`config.mk`:
```
export PLATFORM = sky130hd
export DESIGN_NAME = url_percent_decoder
export DESIGN_NICKNAME = d
export VERILOG_FILES = /design/src/upd_pkg.sv /design/src/upd_in_stage.sv /design/src/upd_decode.sv /design/src/url_percent_decoder.sv
export SDC_FILE = /design/constraint.sdc
export NUM_CORES = 1
export LEC_CHECK = 0
export BUFFER_PORTS_ARGS = -buffer_cell sky130_fd_sc_hd__buf_2
export CORE_UTILIZATION = 54
export CTS_CLUSTER_DIAMETER = 100
export DETAILED_ROUTE_END_ITERATION = 12
export PLACE_DENSITY = 0.87
export SKIP_LAST_GASP = 1
export SYNTH_ARGS = -nofsm -noshare
export SYNTH_HDL_FRONTEND = slang
export SYNTH_SLANG_ARGS = --single-unit
```
`constraint.sdc`:
```
create_clock -name clk -period 2.7 [get_ports clk]
set_clock_uncertainty 0.1 [all_clocks]
set_input_delay 0.54 -clock clk [delete_from_list [all_inputs] [get_ports clk]]
set_output_delay 0.54 -clock clk [all_outputs]
set_load 0.02 [all_outputs]
```
`src/upd_pkg.sv`:
```
`timescale 1ns / 1ps
`default_nettype none
// ----------------------------------------------------------------------------
// URL percent decoder package
// Shared types, character constants and the hex digit lookup.
// ----------------------------------------------------------------------------
package upd_pkg;

    localparam logic [7:0] CH_PERCENT = 8'h25;
    localparam logic [7:0] CH_PLUS    = 8'h2B;
    localparam logic [7:0] CH_SPACE   = 8'h20;

    typedef enum logic [2:0] {
        PH_PLAIN = 3'b001,
        PH_PCT   = 3'b010,
        PH_DIGIT = 3'b100
    } phase_t;

    typedef struct packed {
        logic [7:0] in_byte;
        logic       in_last;
    } in_item_t;

    typedef struct packed {
        logic [7:0] out_byte;
        logic       byte_valid;
        logic       string_end;
    } out_item_t;

    typedef struct packed {
        logic       is_hex;
        logic [3:0] value;
    } hex_t;

    function automatic hex_t hex_value(input logic [7:0] b);
        hex_t h;
        h.is_hex = 1'b1;
        h.value  = 4'd0;
        if (b >= 8'h30 && b <= 8'h39)
        begin
            h.value = 4'(b - 8'h30);
        end
        else if (b >= 8'h41 && b <= 8'h46)
        begin
            h.value = 4'(b - 8'h41 + 8'd10);
        end
        else if (b >= 8'h61 && b <= 8'h66)
        begin
            h.value = 4'(b - 8'h61 + 8'd10);
        end
        else
        begin
            h.is_hex = 1'b0;
        end
        return h;
    endfunction

endpackage
`default_nettype wire

```
`src/upd_in_stage.sv`:
```
`timescale 1ns / 1ps
`default_nettype none
// ----------------------------------------------------------------------------
// URL percent decoder input stage
// Registers each accepted request and holds it until the decode stage takes it.
// ----------------------------------------------------------------------------
module upd_in_stage (
    input  wire logic             clk,
    input  wire logic             rst_n,
    input  wire logic             in_valid,
    output logic                  in_ready,
    input  wire upd_pkg::in_item_t in_item,
    output logic                  stage_valid,
    input  wire logic             stage_ready,
    output upd_pkg::in_item_t     stage_item
);
    import upd_pkg::*;

    logic     valid_reg;
    in_item_t item_reg;

    assign in_ready    = !valid_reg || stage_ready;
    assign stage_valid = valid_reg;
    assign stage_item  = item_reg;

    always_ff @(posedge clk or negedge rst_n)
    begin
        if (!rst_n)
        begin
            valid_reg <= 1'b0;
        end
        else if (in_ready)
        begin
            valid_reg <= in_valid;
        end
    end

    always_ff @(posedge clk)
    begin
        if (in_valid && in_ready)
        begin
            item_reg <= in_item;
        end
    end

endmodule
`default_nettype wire

```
`src/upd_decode.sv`:
```
`timescale 1ns / 1ps
`default_nettype none
// ----------------------------------------------------------------------------
// URL percent decoder escape stage
// Escape state machine and result register: one request in, one result out.
// ----------------------------------------------------------------------------
module upd_decode (
    input  wire logic              clk,
    input  wire logic              rst_n,
    input  wire logic              item_valid,
    output logic                   item_ready,
    input  wire upd_pkg::in_item_t  item,
    output logic                   res_valid,
    input  wire logic              res_ready,
    output upd_pkg::out_item_t     res
);
    import upd_pkg::*;

    phase_t     phase_reg;
    phase_t     phase_next;
    logic [3:0] held_reg;
    logic [3:0] held_next;
    logic       res_valid_reg;
    out_item_t  res_reg;
    out_item_t  res_next;
    hex_t       hex;
    logic       take_plain;
    logic       fire;

    assign item_ready = !res_valid_reg || res_ready;
    assign fire       = item_valid && item_ready;
    assign hex        = hex_value(item.in_byte);
    assign res_valid  = res_valid_reg;
    assign res        = res_reg;

    always_comb
    begin
        phase_next          = PH_PLAIN;
        held_next           = held_reg;
        take_plain          = 1'b0;
        res_next.out_byte   = 8'd0;
        res_next.byte_valid = 1'b0;
        res_next.string_end = item.in_last;

        unique case (phase_reg)
            PH_PCT:
            begin
                if (hex.is_hex && !item.in_last)
                begin
                    held_next  = hex.value;
                    phase_next = PH_DIGIT;
                end
                else
                begin
                    take_plain = 1'b1;
                end
            end
            PH_DIGIT:
            begin
                res_next.byte_valid = 1'b1;
                res_next.out_byte   = hex.is_hex ? {held_reg, hex.value} : {4'd0, held_reg};
                held_next           = 4'd0;
            end
            default:
            begin
                take_plain = 1'b1;
            end
        endcase

        if (take_plain)
        begin
            if (item.in_byte == CH_PERCENT)
            begin
                phase_next = item.in_last ? PH_PLAIN : PH_PCT;
            end
            else if (item.in_byte == CH_PLUS)
            begin
                res_next.byte_valid = 1'b1;
                res_next.out_byte   = CH_SPACE;
            end
            else
            begin
                res_next.byte_valid = 1'b1;
                res_next.out_byte   = item.in_byte;
            end
        end

        if (item.in_last)
        begin
            phase_next = PH_PLAIN;
            held_next  = 4'd0;
        end
    end

    always_ff @(posedge clk or negedge rst_n)
    begin
        if (!rst_n)
        begin
            phase_reg     <= PH_PLAIN;
            held_reg      <= 4'd0;
            res_valid_reg <= 1'b0;
        end
        else
        begin
            if (fire)
            begin
                phase_reg <= phase_next;
                held_reg  <= held_next;
            end
            if (item_ready)
            begin
                res_valid_reg <= item_valid;
            end
        end
    end

    always_ff @(posedge clk)
    begin
        if (fire)
        begin
            res_reg <= res_next;
        end
    end

endmodule
`default_nettype wire

```
`src/url_percent_decoder.sv`:
```
`timescale 1ns / 1ps
`default_nettype none
// ----------------------------------------------------------------------------
// URL percent decoder
// Streaming decoder for percent-encoded strings, one byte per request.
//
// The slave channel takes one encoded byte per request, with tlast on the
// final byte of each string. The master channel gives exactly one result per
// input request: tdata holds the decoded byte (zero when none), tuser says
// whether a byte is carried, and tlast repeats the input's end-of-string mark.
// A '+' becomes a space; a '%', a hex digit and one more byte form an escape;
// the '%' and first digit of an escape give results with no byte.
// The block is a two-register pipeline: an accepted request is held in the
// input register, and the escape stage then registers its result, which is
// offered on the master channel. One request is taken every cycle while the
// receiver keeps up. When the receiver stalls, each register holds its request
// and tready falls only once both registers are full.
// Reset empties both registers and returns the escape state to plain text.
// ----------------------------------------------------------------------------
module url_percent_decoder (
    input  wire logic       clk,
    input  wire logic       rst_n,
    input  wire logic       s_axis_tvalid,
    output logic            s_axis_tready,
    input  wire logic [7:0] s_axis_tdata,   // [7:0] in_byte
    input  wire logic       s_axis_tlast,   // in_last
    output logic            m_axis_tvalid,
    input  wire logic       m_axis_tready,
    output logic [7:0]      m_axis_tdata,   // [7:0] out_byte
    output logic            m_axis_tuser,   // [0] byte_valid
    output logic            m_axis_tlast    // string_end
);
    import upd_pkg::*;

    in_item_t  in_item;
    in_item_t  stage_item;
    logic      stage_valid;
    logic      stage_ready;
    out_item_t res;

    assign in_item.in_byte = s_axis_tdata;
    assign in_item.in_last = s_axis_tlast;

    upd_in_stage u_in_stage (
        .clk         (clk),
        .rst_n       (rst_n),
        .in_valid    (s_axis_tvalid),
        .in_ready    (s_axis_tready),
        .in_item     (in_item),
        .stage_valid (stage_valid),
        .stage_ready (stage_ready),
        .stage_item  (stage_item)
    );

    upd_decode u_decode (
        .clk        (clk),
        .rst_n      (rst_n),
        .item_valid (stage_valid),
        .item_ready (stage_ready),
        .item       (stage_item),
        .res_valid  (m_axis_tvalid),
        .res_ready  (m_axis_tready),
        .res        (res)
    );

    assign m_axis_tdata = res.out_byte;
    assign m_axis_tuser = res.byte_valid;
    assign m_axis_tlast = res.string_end;

endmodule
`default_nettype wire
```
==> flow_summary.json, run 1 <==
{
  "syn_area_sq_mm": 0.00135,
  "drt_iter0_drc": 38,
  "wl_met2_um": 1230,
  "syn_area_per_cell_sq_um": 13.3,
  "diodes": 0,
  "cts_buffers": 3,
  "antenna_found_initial": 0,
  "worst_slew_pin_slew_ps": 537,
  "die_height_um": 51.9,
  "track_usage": 0.206,
  "multiInputGateArea_sq_um": 523,
  "crit_type": "flop to flop",
  "grt_max_degree": 16,
  "fp-row-count": 17,
  "clkSinkCount": 28,
  "cts_root_buf": "clkbuf_4",
  "critical_path_arrival_ps": 2370,
  "area_delta_synth_final_pct": 15.5,
  "end_kind": "flop",
  "clk-insertion-delay-late_ps": 320,
  "drv_cap": 0,
  "synth-edff-count": 19,
  "drt-met1-wl_um": 914,
  "cp_max_fo": 7,
  "required_ps": 2690,
  "cts_tree": "built",
  "synth_ff_type": "edfxtp_1",
  "setup_viol": 0,
  "hold_buffers": 1,
  "finalWirelength_um": 2400,
  "max_freq_mhz": 420,
  "outcome": "completed",
  "post_cts_resized": 0,
  "io_pins": 25,
  "cts-htree-levels": 1,
  "hold_viol_final": 0,
  "fin_tns_setup_ps": 0,
  "p_leak_nw": 0.631,
  "vias": 986,
  "synth_seq_area_share": 0.592,
  "synth-async-reset-ratio": 0.321,
  "grt.overflow.total": 0,
  "final_util": 0.683,
  "grt_first_pass_wirelength_um": 4010,
  "layout.area.seq_sq_um": 797,
  "syn-num-nets": 117,
  "rsz0062_at_grt": "no",
  "worst_setup_path_start_kind": "flop",
  "io_buffers": 24,
  "n_fill_cell": 160,
  "top_layer_used": "met4",
  "yosys_warnings": 0,
  "slew_headroom": 0.639,
  "worstHoldPathType": "input port to flop",
  "layout-drive-gt1-share": 0.336,
  "post-cts-setup-buffer-count": 0,
  "grt_pass1_vias": 984,
  "vias_per_cell": 6.20,
  "syn_inst": 101,
  "cts_buffer_depth": 2,
  "wl_per_cell_um": 15.1,
  "fin_crit_sh": 0.881,
  "detail_route.drc_violations": 0,
  "initial_core_util": 0.592,
  "antenna_left": 0,
  "hpwl_um": 1820,
  "die_w_um": 51.9,
  "fin_nets": 148,
  "core_sq_mm": 0.00228,
  "dr.pass1.iters": 4,
  "largest_register_ffs": 10,
  "routed-wl-met3_um": 233,
  "ir_worst_vdd_v": 0.000366,
  "ys_types": 41,
  "p_per_area_mw_per_mm2": 511,
  "clk_pin_slew_ps": 140,
  "ys_ff_latch": 28,
  "drv_slew": 0,
  "die-area_sq_mm": 0.00270,
  "place.gp.congestion": 0.895,
  "period_minus_slack_ps": 2380
}
## kinds of logic after synthesis
| family | synth area share |
|---|---|
| AOI/OAI and AO/OA | 0.200 |
| xor gates and xnor gates | 0.00651 |
| adders and majority gates | 0.0279 |
| buffers and inverters | 0.0195 |
| DFF | 0.592 |
| muxes | 0.00836 |
| and+or+nand+nor | 0.146 |
## cells in the mapped netlist (2+ instances only)
cell type   n  area, sq um
ha_1        3         37.5
nand3_1     2         10.0
a21o_1      4         30.0
a21o_2      2         17.5
inv_1       7         26.3
nor2_1      3         11.3
nand2b_1    3         18.8
or2b_2      2         17.5
a22o_1      7         61.3
edfxtp_1   19          571
nor3_1      4         20.0
nand2_1     3         11.3
dfrtp_1     8          200
o21ai_0     4         20.0
a32o_1      4         40.0
## worst paths after layout
path	slack (ps)	from	depth (start not counted)	to
setup / recovery	320	u_in_stage.stage_item[1]	7	u_decode.res[4]
hold / removal	280	s_axis_tdata[5]	1	u_in_stage.stage_item[6]
setup reg to reg	320	u_in_stage.stage_item[1]	7	u_decode.res[4]
hold reg to reg	410	u_in_stage.stage_valid	1	u_decode.res_valid
max in group asynchronous	1770	rst_n	2	u_decode.phase_reg[0]
min in group asynchronous	490	rst_n	2	u_decode.held_reg[2]
## critical path, cell delays in order, from the launching register on
cell and delay [ps]:
edfxtp_1 530, inv_1 130, ha_1 170, inv_1 50, o311a_2 390, nor2_2 210, mux2_2 370, a32o_1 200
## placed cells by master, fill, tap and decap left out, types with 2 or more instances in the layout
| master | n |
|---|---|
| nand3_1 | 2 |
| edfxtp_1 | 19 |
| ha_1 | 3 |
| a21o_1 | 4 |
| nor2_1 | 3 |
| nor3_1 | 4 |
| or2b_2 | 2 |
| a22o_1 | 7 |
| o21ai_0 | 4 |
| buf_2 | 24 |
| inv_1 | 7 |
| clkbuf_4 | 3 |
| dfrtp_1 | 8 |
| a32o_1 | 4 |
| nand2b_1 | 3 |
| nand2_1 | 3 |
| a21o_2 | 2 |
## metrics by stage
step	power, mW	worst slack, ps	instances	instance area, sq um	hold slack [ps]
5_1_grt	0.823	248	159	1560	266
2_1_floorplan	0.571	520	101	1350	144
3_3_place_gp	0.602	450	154	1510	294
3_5_place_dp	0.606	376	154	1510	293
4_1_cts	0.799	346	159	1560	279
6_report	0.795	322	159	1560	285
## cell type report
cell class,instances,share of cell area
clock buffer,4,0.0233
multi-input combinational,66,0.336
tap,28,0.0225
sequential,28,0.512
timing repair buffer,26,0.0885
inverter,7,0.0169
## routing by layer
layer | vias up | track usage
li1 | 458 | -
met3 | 2 | 0.0351
met1 | 460 | 0.228
met4 | 0 | 0.0946
met2 | 66 | 0.378
met5 | - | 0
## where the power goes
group          internal, mW  total [mW]  switching (mW)
Combinational        0.0392      0.0943          0.0551
Sequential            0.486       0.504          0.0174
Clock                0.0824       0.197           0.114
Total                 0.608       0.795           0.187
No activity file was read; power rests on OpenSTA's default activity.
==> run 2: changes to the inputs <==
- CORE_UTILIZATION: 54 -> 32
- PLACE_DENSITY: 0.87 -> 0.6
- SLEW_MARGIN: not set -> 40
==> flow_summary.json, run 2 (synthesis results as in run 1) <==
{
  "io_pins": 25,
  "fin_tns_setup_ps": 0,
  "p_per_area_mw_per_mm2": 530,
  "antenna_found_initial": 0,
  "initial_core_util": 0.334,
  "track_usage": 0.130,
  "grt_max_degree": 16,
  "detail_route.drc_violations": 0,
  "cts_buffer_depth": 2,
  "ir_worst_vdd_v": 0.000378,
  "layout-drive-gt1-share": 0.338,
  "hold_ws_ps": 3.12,
  "p_leak_nw": 0.635,
  "die_w_um": 66.9,
  "diodes": 0,
  "period_minus_slack_ps": 2380,
  "hpwl_um": 1990,
  "die-area_sq_mm": 0.00447,
  "n_fill_cell": 385,
  "switching_share": 0.224,
  "worst_setup_path_start_kind": "flop",
  "post_cts_resized": 0,
  "cts-htree-levels": 1,
  "rsz0062_at_grt": "no",
  "crit_type": "flop to flop",
  "power_frac_clock": 0.292,
  "cts_root_buf": "clkbuf_8",
  "finalWirelength_um": 2510,
  "switching_power_mw": 0.189,
  "drv_cap": 0,
  "final_util": 0.395,
  "antenna_left": 0,
  "clkSinkCount": 28,
  "worst_slew_pin_slew_ps": 626,
  "post-cts-setup-buffer-count": 0,
  "io_buffers": 24,
  "finish.instance_area_sq_mm": 0.00159,
  "largest_register_ffs": 10,
  "vias": 953,
  "cp_max_fo": 7,
  "drv_slew": 0,
  "placedCellCount": 176,
  "placed_area_sq_mm": 0.00154,
  "final_cell_mix": "24 x buf_2, 19 x edfxtp_1, 8 x dfrtp_1",
  "cts_buffers": 3,
  "vias_per_cell": 5.29,
  "clk-insertion-delay-late_ps": 270,
  "clk_pin_slew_ps": 90,
  "fin_ws_ps": 324,
  "outcome": "completed",
  "post-place-ws_ps": 355,
  "power.total_mw": 0.844,
  "p_seq_frac": 0.596,
  "grt_pass1_vias": 944,
  "place.gp.congestion": 0.813,
  "area_delta_synth_final_pct": 18.2,
  "fp-row-count": 23,
  "grt_first_pass_wirelength_um": 4240,
  "slew_headroom": 0.580,
  "max_freq_mhz": 421,
  "grt.overflow.total": 0,
  "stdcell_count": 180,
  "setup_viol": 0,
  "die_height_um": 66.9,
  "drt_iter0_drc": 55,
  "required_ps": 2630,
  "worstHoldPathType": "input port to asynchronous set/reset pin",
  "fin_crit_sh": 0.880,
  "final_common_cell": "buf_2",
  "cts_tree": "built",
  "p_int_mw": 0.655,
  "core_sq_mm": 0.00403,
  "wl_per_cell_um": 14.0,
  "end_kind": "flop",
  "fin_nets": 147,
  "combPwrFrac": 0.112,
  "critical_path_arrival_ps": 2310,
  "hold_viol_final": 0,
  "hold_buffers": 0,
  "dr.pass1.iters": 4
}
## run 2: changes by cell type in the layout (fill, tap and decap cells not counted), sizes merged
| cell | before | now |
|---|---|---|
| dlygate4sd3 | 1 | 0 |
## run 2: final cells by class
class                      count  area (sq um)  area share
inverter                       7          26.3      0.0165
timing repair buffer          25           128      0.0802
clock buffer                   4          55.1      0.0346
multi-input combinational     66           523       0.329
tap                           50          62.6      0.0393
sequential                    28           797       0.501
## run 2: worst paths after layout
check                                    startpoint                        to  slack [ps]  cells past startpoint
max in group asynchronous                     rst_n     u_decode.phase_reg[0]        2250                      1
setup / recovery           u_in_stage.stage_item[1]           u_decode.res[4]         320                      7
min in group clk                    s_axis_tdata[1]  u_in_stage.stage_item[2]         340                      1
hold / removal                                rst_n      u_decode.held_reg[2]           3                      1
hold reg to reg              u_in_stage.stage_valid        u_decode.res_valid         400                      1
setup reg to reg           u_in_stage.stage_item[1]           u_decode.res[4]         320                      7
## run 2: layer usage
layer,GRT usage,part of all wire,vias to the layer above
li1,-,-,455
met1,0.154,0.45,451
met2,0.211,0.46,37
met3,0.0428,0.066,10
met4,0.0612,0.027,0
met5,0,0,-
## run 2: worst max-delay path, cell delays in order, from the launching register on
cell	delay, ps
edfxtp_1	510
inv_1	130
ha_1	180
inv_1	50
o311a_2	390
nor2_2	200
mux2_2	360
a32o_1	210
## run 2: power groups by stage
stage	logic, mW	clock network, mW	registers, mW
after floorplan	0.0475	0	0.523
after global placement	0.0929	0	0.512
after detailed placement	0.0949	0	0.513
after CTS	0.0953	0.256	0.503
after global routing	0.106	0.271	0.507
final	0.0943	0.247	0.503
==> run 3: changes to the inputs <==
- clock period: 2.7 -> 2.3 ns (I/O delays scaled with it)
==> flow_summary.json, run 3 (synthesis results as in run 1) <==
{
  "n_fill_cell": 386,
  "reg2reg_to": "u_decode.res[2]",
  "crit_family": "compound AO/OA/AOI/OAI gates",
  "die-area_sq_mm": 0.00447,
  "drv_cap": 0,
  "track_usage": 0.140,
  "drv_slew": 0,
  "layout-drive-gt1-share": 0.365,
  "final_cell_mix": "24 x buf_2, 19 x edfxtp_1, 8 x dfrtp_1",
  "critical_path_arrival_ps": 2120,
  "cts-htree-levels": 1,
  "slew_headroom": 0.680,
  "placed_area_sq_mm": 0.00158,
  "crit_type": "flop to flop",
  "ff2ff_path_depth": 8,
  "grt.overflow.total": 0,
  "core_sq_mm": 0.00403,
  "die_height_um": 66.9,
  "hp-start": "s_axis_tdata[1]",
  "cts_root_buf": "clkbuf_8",
  "outcome": "completed",
  "initial_core_util": 0.334,
  "grt_first_pass_wirelength_um": 4510,
  "clkSinkCount": 28,
  "final_common_cell": "buf_2",
  "hold_ws_ps": 254,
  "place.gp.congestion": 0.899,
  "rsz0062_at_grt": "no",
  "cp_max_fo": 7,
  "fin_nets": 154,
  "max_freq_mhz": 457,
  "vias": 976,
  "die_w_um": 66.9,
  "fp-row-count": 23,
  "ir_worst_vdd_v": 0.000410,
  "r2r_slack_ps": 110,
  "required_ps": 2230,
  "post-cts-setup-buffer-count": 0,
  "vias_per_cell": 5.22,
  "regToRegStartpoint": "u_in_stage.stage_item[2]",
  "path_buf_inv": 2,
  "drt_iter0_drc": 56,
  "diodes": 0,
  "crit_chain": "inv_1 -> ha_1 -> o21bai_1 -> a21oi_4 -> o21a_1 -> nor2_1 -> buf_4 -> a32o_1",
  "detail_route.drc_violations": 0,
  "cts_tree": "built",
  "area_delta_synth_final_pct": 24.4,
  "period_minus_slack_ps": 2190,
  "worst_setup_path_start_kind": "flop",
  "cts_buffer_depth": 2,
  "hpwl_um": 2130,
  "dr.pass1.iters": 4,
  "io_pins": 25,
  "clk_pin_slew_ps": 90,
  "cts_buffers": 3,
  "p_per_area_mw_per_mm2": 649,
  "finalWirelength_um": 2700,
  "min_path_cells": 1,
  "power.total_mw": 1.09,
  "hold_end": "u_in_stage.stage_item[2]",
  "grt_max_degree": 17,
  "grt_pass1_vias": 976,
  "p_leak_nw": 0.678,
  "hold_viol_final": 0,
  "end_kind": "flop",
  "wl_per_cell_um": 14.4,
  "fin_tns_setup_ps": 0,
  "antenna_left": 0,
  "worstHoldPathType": "input port to flop",
  "finish.instance_area_sq_mm": 0.00168,
  "setup_viol": 0,
  "cp_slowest_stage_delay_ps": 400,
  "fin_crit_sh": 0.951,
  "crit_slowest_cell": "edfxtp_1",
  "antenna_found_initial": 0,
  "worst_slew_pin_slew_ps": 474,
  "largest_register_ffs": 10,
  "io_buffers": 24,
  "clk-insertion-delay-late_ps": 270
}
-- run 3: power breakdown --
group          leakage [nW]  internal [mW]  switching [mW]
clock network        0.0357          0.233           0.142
registers             0.295          0.570          0.0161
logic                 0.347         0.0526          0.0731
total                 0.678          0.856           0.232
-- run 3: through the flow --
stage / util / cells / setup WS [ps]
2_1_floorplan: - / 101 / 120
3_3_place_gp: 0.393 / 182 / 138
3_5_place_dp: 0.393 / 182 / 99.0
4_1_cts: 0.413 / 187 / 79.8
5_1_grt: 0.416 / 187 / 7.17
6_report: 0.416 / 187 / 112
-- run 3: routing by layer --
layer  routed length (um)  track usage
met5                    0            0
met3                  163       0.0411
met1                 1180        0.167
met2                 1320        0.237
met4                   37       0.0479
-- run 3: cell type report --
cell class / count / area [sq um] / share of cell area
timing repair buffer: 32 / 183 / 0.109
clock inverter: 1 / 30.0 / 0.0179
inverter: 7 / 26.3 / 0.0157
clock buffer: 3 / 41.3 / 0.0246
multi-input combinational: 66 / 536 / 0.320
tap: 50 / 62.6 / 0.0373
sequential: 28 / 797 / 0.476
-- run 3: how the worst max path moves through the flow --
| stage | startpoint | endpoint | slack (ps) | cells past startpoint |
|---|---|---|---|---|
| 2_1_floorplan | u_in_stage.stage_item[1] | u_decode.res[4] | 120 | 5 |
| 6_report | u_in_stage.stage_item[2] | u_decode.res[2] | 110 | 8 |
| 5_1_grt | u_in_stage.stage_item[2] | u_decode.res[2] | 7 | 8 |
| 4_1_cts | u_in_stage.stage_item[1] | u_decode.res[4] | 80 | 7 |
| 3_3_place_gp | u_in_stage.stage_item[1] | u_decode.res[4] | 140 | 5 |
| 3_5_place_dp | u_in_stage.stage_item[1] | u_decode.res[4] | 100 | 7 |
-- run 3: repair_timing --
item,CTS,global route
hold endpoints to repair,8,0
hold buffers,1,0
setup endpoints to repair,0,7
gates resized for setup,0,2
